===== config.mk =====
export PLATFORM = sky130hd
export DESIGN_NAME = gbfr_front
export DESIGN_NICKNAME = d
export VERILOG_FILES = /design/src/gbfr_pkg.sv /design/src/gbfr_front.sv
export SDC_FILE = /design/constraint.sdc
export NUM_CORES = 1
export LEC_CHECK = 0
export BUFFER_PORTS_ARGS = -buffer_cell sky130_fd_sc_hd__buf_2
export CORE_AREA = 2 2 64 66
export CTS_CLUSTER_DIAMETER = 120
export DETAILED_ROUTE_END_ITERATION = 8
export DIE_AREA = 0 0 66 68
export HOLD_SLACK_MARGIN = 0.06
export PLACE_DENSITY = 0.69
export SYNTH_ARGS = -nofsm -noshare
export SYNTH_HDL_FRONTEND = slang
export SYNTH_SLANG_ARGS = --single-unit

===== constraint.sdc =====
create_clock -name i_clk -period 1.8 [get_ports i_clk]
set_input_delay 0.36 -clock i_clk [delete_from_list [all_inputs] [get_ports i_clk]]
set_output_delay 0.36 -clock i_clk [all_outputs]
set_load 0.02 [all_outputs]

===== src/gbfr_pkg.sv =====
// Shared types and constants for the binary frame resync parser.
// No dependencies; used by gbfr_front, gbfr_back and the top level.
package gbfr_pkg;

    // Frame buffer geometry
    localparam int MAX_FRAME = 1024;
    localparam int ADDR_W    = $clog2(MAX_FRAME);
    localparam int CNT_W     = ADDR_W + 1;
    localparam int HDR_LEN   = 6;
    localparam int CK_LEN    = 2;

    // Configuration register indexes
    localparam logic REG_SYNC_FIRST  = 1'b0;
    localparam logic REG_SYNC_SECOND = 1'b1;

    // Request opcodes
    typedef enum logic [1:0] {
        OP_PUSH    = 2'd0,
        OP_READ    = 2'd1,
        OP_RELEASE = 2'd2,
        OP_NOP     = 2'd3
    } t_op;

    // Request handed from the front to the back
    typedef struct packed {
        t_op         op;
        logic [7:0]  data;
        logic [9:0]  idx;
    } t_req;

    // Result word
    typedef struct packed {
        logic        accepted;
        logic        ready;
        logic [10:0] held;
        logic [10:0] dropped;
        logic [9:0]  plen;
        logic [7:0]  rdata;
    } t_result;

    // Back-end sequencer states
    typedef enum logic [3:0] {
        S_IDLE,
        S_B0,
        S_B1,
        S_L0,
        S_L1,
        S_L2,
        S_SUM,
        S_DROP,
        S_RD,
        S_FIN
    } t_state;

endpackage


===== src/gbfr_front.sv =====
// Front end: two-entry request queue that accepts and classifies requests.
// Depends on gbfr_pkg.
module gbfr_front (
    input  logic          i_clk,
    input  logic          i_rst_n,
    input  logic          i_push,
    output logic          o_full,
    input  logic [1:0]    i_opcode,
    input  logic [7:0]    i_data_byte,
    input  logic [9:0]    i_read_index,
    output logic          o_req_valid,
    input  logic          i_req_take,
    output gbfr_pkg::t_req o_req
);
    import gbfr_pkg::*;

    t_req       r_q [2];
    logic       r_wp, r_rp;
    logic [1:0] r_cnt;
    logic       wr, rd;

    assign o_full      = (r_cnt == 2'd2);
    assign o_req_valid = (r_cnt != 2'd0);
    assign o_req       = r_q[r_rp];
    assign wr = i_push && !o_full;
    assign rd = i_req_take && o_req_valid;

    // Classified request storage
    always_ff @(posedge i_clk) begin
        if (wr) begin
            r_q[r_wp] <= '{op: t_op'(i_opcode), data: i_data_byte, idx: i_read_index};
        end
    end

    // Queue pointers
    always_ff @(posedge i_clk) begin
        if (!i_rst_n) begin
            r_wp  <= 1'b0;
            r_rp  <= 1'b0;
            r_cnt <= 2'd0;
        end else begin
            if (wr) r_wp <= !r_wp;
            if (rd) r_rp <= !r_rp;
            r_cnt <= r_cnt + {1'b0, wr} - {1'b0, rd};
        end
    end
endmodule


### Yosys cells after proc, flatten, opt, wreduce, memory -nomap -nowiden

Memories as Yosys holds them, arrays and structs flattened. A register that Yosys moved wholly into a read port is not among the register bits.
Cells that the tools add are included.

| storage, ports and cells | value |
|---|---|
| memories | 1 |
| bits of input ports | 24 |
| memory bits (writable) | 40 |
| output and inout port bits | 22 |
| register bits after elaboration | 4 |

Memory list:

| memory | depth | bits a word | rd ports | clocked after Yosys merged registers in | wr ports | RTL line | RTL |
|---|---|---|---|---|---|---|---|
| r_q | 2 | 20 | 1 | 1 | 1 | gbfr_front.sv:17 | `t_req r_q [2];` |

| operators by class | value |
|---|---|
| equality and inequality tests | 1 |
| mux-type cells | 4 |
| $add $sub $neg | 2 |
| reductions and logical operators | 6 |

Operator list:

| kind | count |
|---|---|
| $mux W1 | 4 |
| $logic_not A1 Y1 | 3 |
| $add A2 B1 Y2 | 1 |
| $eq A2 B2 Y1 const B | 1 |
| $logic_and A1 B1 Y1 | 2 |
| $reduce_bool A2 Y1 | 1 |
| $sub A2 B1 Y2 | 1 |

### Depth between registers and ports, before layout

| logic depth | value |
|---|---|
| depth after elaboration | 5 |
| gate-level depth with buffers | 8 |

### Least setup slack after synthesis

No wires, ideal clock.

| timing path | value |
|---|---|
| path kind | flip-flop to flip-flop |
| start | register r_cnt[0] |
| end | memory r_q[0][0] (netlist bit), enable pin |
| stages on the path, launching flop included | 4 |
| data arrival time | 1.439 ns |
| data required time | 1.403 ns |
| setup slack | -0.036 ns |
| period minus slack after synthesis | 1.836 ns |
| cells stage by stage | dfxtp_1 nand2b_1 nand2_1 nor2_1 |

| between the ends | value |
|---|---|
| word-level cells in the longest chain between the ends | 5 |

RTL lines:

| item | RTL line | RTL |
|---|---|---|
| start, declared | gbfr_front.sv:19 | `logic [1:0] r_cnt;` |
| start signal, assigned | gbfr_front.sv:44 | `r_cnt <= r_cnt + {1'b0, wr} - {1'b0, rd};` |
| $eq A2 B2 Y1 | gbfr_front.sv:22 | `assign o_full = (r_cnt == 2'd2);` |
| $logic_not A1 Y1 | gbfr_front.sv:25 | `assign wr = i_push && !o_full;` |
| $logic_and A1 B1 Y1 | gbfr_front.sv:25 |  |
| $mux W1 | gbfr_front.sv:30 | `if (wr) begin` |
| $mux W1 (implied by the code) | gbfr_front.sv:31 | `r_q[r_wp] <= '{op: t_op'(i_opcode), data: i_data_byte, idx: i_read_index};` |
| end, declared | gbfr_front.sv:17 |  |

No other way between the ends.

==> out/results.ini <==
[setup_path]
reg2reg_slack_ps=120
path_max_fanout=12
arrival_worst_endpoint_ps=1330
critical_path_class=reg2out
critical_path_required_ps=1440
r2r_cells=8
end_kind=primary output
start_kind=register

[drt]
ant_nets=0
avgViaCountPerCell=4.59
drt_first_iter_violations=35
drcViolationCount=0
detail_route.wl_per_cell_um=14.0
vias=885
finalWirelength_um=2710
firstDrtPassIters=6

[global_route]
grt_antenna_before_repair=0
first_pass_grt_wire_length_um=4060
grt_max_degree=21
total_routing_usage_reported_by_global_routing_pct=12.8
global_route.overflow_total=0
first_global_vias=906

[worst_hold_path]
worst_hold_path_type=in2reg
hold_path_cell_cnt=1

[sta]
fmax_mhz=590
final_min_period_over_clock_period_pct=94.1
fin_ws_ps=106
max_slew_margin_pct=81.6
clock_skew_ps=7.50
number_of_slew_limit_violations_in_the_final_report=0
worst-slew-pin-transition_ps=275
final_count_of_hold_timing_violations=0
report.final.setup_viol=0
rsz0062_at_grt=no
setup_tns_ps=0
period_minus_ws_final_ps=1690

[cts]
clk_transition_reported_paths_ps=80
clk_latency_ps=280
h-tree-depth=2
cts-root-buf=sky130_fd_sc_hd__clkbuf_8
clock_sinks=45
numCtsBuffers=5
clockBufferDepth=2
cts_hold_repair.buffers=0
cts_tree=yes

[placed_design]
dpl_worst_slack_ps=136
dpl_cell_area_um2=1980
routabilityCongestion=0.618
placedCellCount=185
detailedPlacementHpwl_um=1910
portBuffers=45

[floorplan]
fp.dieH_um=68
die_width_um=66
fp.dieArea_um2=4490
core_um2=3860
start_util_pct=43.5
boundaryPins=46
placementRows=23

[power]
power.ir.vdd_worst_mv=0.693
power_density_nw_per_um2=1380
leakage_nw=0.821

[layout]
postLayoutCellArea_um2=2080
syn_to_final_growth_pct=24.1
finish.cell_count_without_fillers=193
nNetsFinal=168
diodes=0
final_layout_size_suffix_gt1_share_pct=55.9

[yosys]
postSynth.topFlopCell=sky130_fd_sc_hd__edfxtp_1
synth_seq_cells=45
synth_nets=114
yosysWarnings=0
synth_sequential_area_ratio_pct=77.6
count_of_cell_types_in_the_netlist=16
post_synth_inst_count=88
post_synth.cell_area_avg_um2=19.1
synthesis.area_um2=1680
postSynth.asyncResetShare_pct=0
number_of_enable_flip_flop_cells_after_synthesis=40

[job]
max-cap-violations=0

[run_status]
run_status=complete, no violations

## worst max-delay path, stage by stage (launching register included)
cell and delay (ps):
sky130_fd_sc_hd__dfxtp_1 330, sky130_fd_sc_hd__buf_4 210, sky130_fd_sc_hd__mux2_2 360, sky130_fd_sc_hd__buf_2 160
## path summary, 6_finish.rpt
check,from,to
max,register,o_req[8]
min,i_data_byte[0],r_q[1][10]
max reg2reg,r_cnt[0],r_cnt[1]
min reg2reg,r_wp,r_wp
## where the power goes
part           internal [mW]  switching, mW
Sequential              1.32         0.0582
Combinational          0.378          0.501
Clock                  0.313          0.293
## layer usage
metal	track usage (%)	vias to the layer above	routed length [um]
met4	7.65	0	48
met2	23.4	20	1570
li1	-	433	-
met1	13.4	427	969
met3	2.96	5	117
met5	0	-	0
## cell type report
| type | instances | area (um^2) |
|---|---|---|
| Tap cell | 50 | 62.6 |
| Sequential cell | 45 | 1300 |
| Inverter | 3 | 11.3 |
| Multi-Input combinational cell | 38 | 359 |
| Fill cell | 344 | 1780 |
| Timing Repair Buffer | 49 | 255 |
| Clock buffer | 8 | 90.1 |
## flip-flops by register name (all words and copies together), names as in the netlist, named ones only
name   count
r_q       40
r_wp       1
r_rp       1
r_cnt      2
## repair_timing
action / 4_1_cts / 5_1_grt
gates resized for setup: 0 / 2
setup endpoints to repair: 0 / 1
buffers inserted: 0 / 0
## metrics by stage
step	util (%)	hold slack (ps)	total power, mW
floorplan	-	459	2.00
global placement	51.4	485	2.24
detailed placement	51.4	496	2.28
CTS	53.7	247	2.88
global route	54.0	243	3.01
finish	54.0	257	2.86
## logic make-up (layout without fill, tap and decap cells)
logic type,Yosys count,count (layout),share of synthesized area [%]
and+or+nand+nor,11,11,3.21
AOI/OAI and AO/OA,1,1,0.522
DFF,45,45,77.6
adders and majority gates,2,2,1.49
xor gates and xnor gates,3,3,1.57
muxes,21,21,14.0
buffers and inverters,5,60,1.57
## cells in the mapped netlist (2+ instances only)
master / count / area share, %
sky130_fd_sc_hd__buf_4: 2 / 0.90
sky130_fd_sc_hd__dfxtp_1: 5 / 6.0
sky130_fd_sc_hd__edfxtp_1: 40 / 72
sky130_fd_sc_hd__ha_1: 2 / 1.5
sky130_fd_sc_hd__inv_1: 3 / 0.67
sky130_fd_sc_hd__mux2_2: 20 / 13
sky130_fd_sc_hd__nand2_1: 2 / 0.45
sky130_fd_sc_hd__nand2b_1: 2 / 0.75
sky130_fd_sc_hd__nor2_1: 4 / 0.90
sky130_fd_sc_hd__xnor2_1: 2 / 1.0
## layout by cell type, fill, tap and decap left out, types with 3 or more instances in the layout
cell type and instances:
sky130_fd_sc_hd__buf_2 45, sky130_fd_sc_hd__buf_4 4, sky130_fd_sc_hd__clkbuf_8 6, sky130_fd_sc_hd__dfxtp_1 4, sky130_fd_sc_hd__edfxtp_1 40, sky130_fd_sc_hd__inv_1 3, sky130_fd_sc_hd__mux2_2 20, sky130_fd_sc_hd__nor2_1 3
Note: power is estimated with default switching activity, not from simulation.
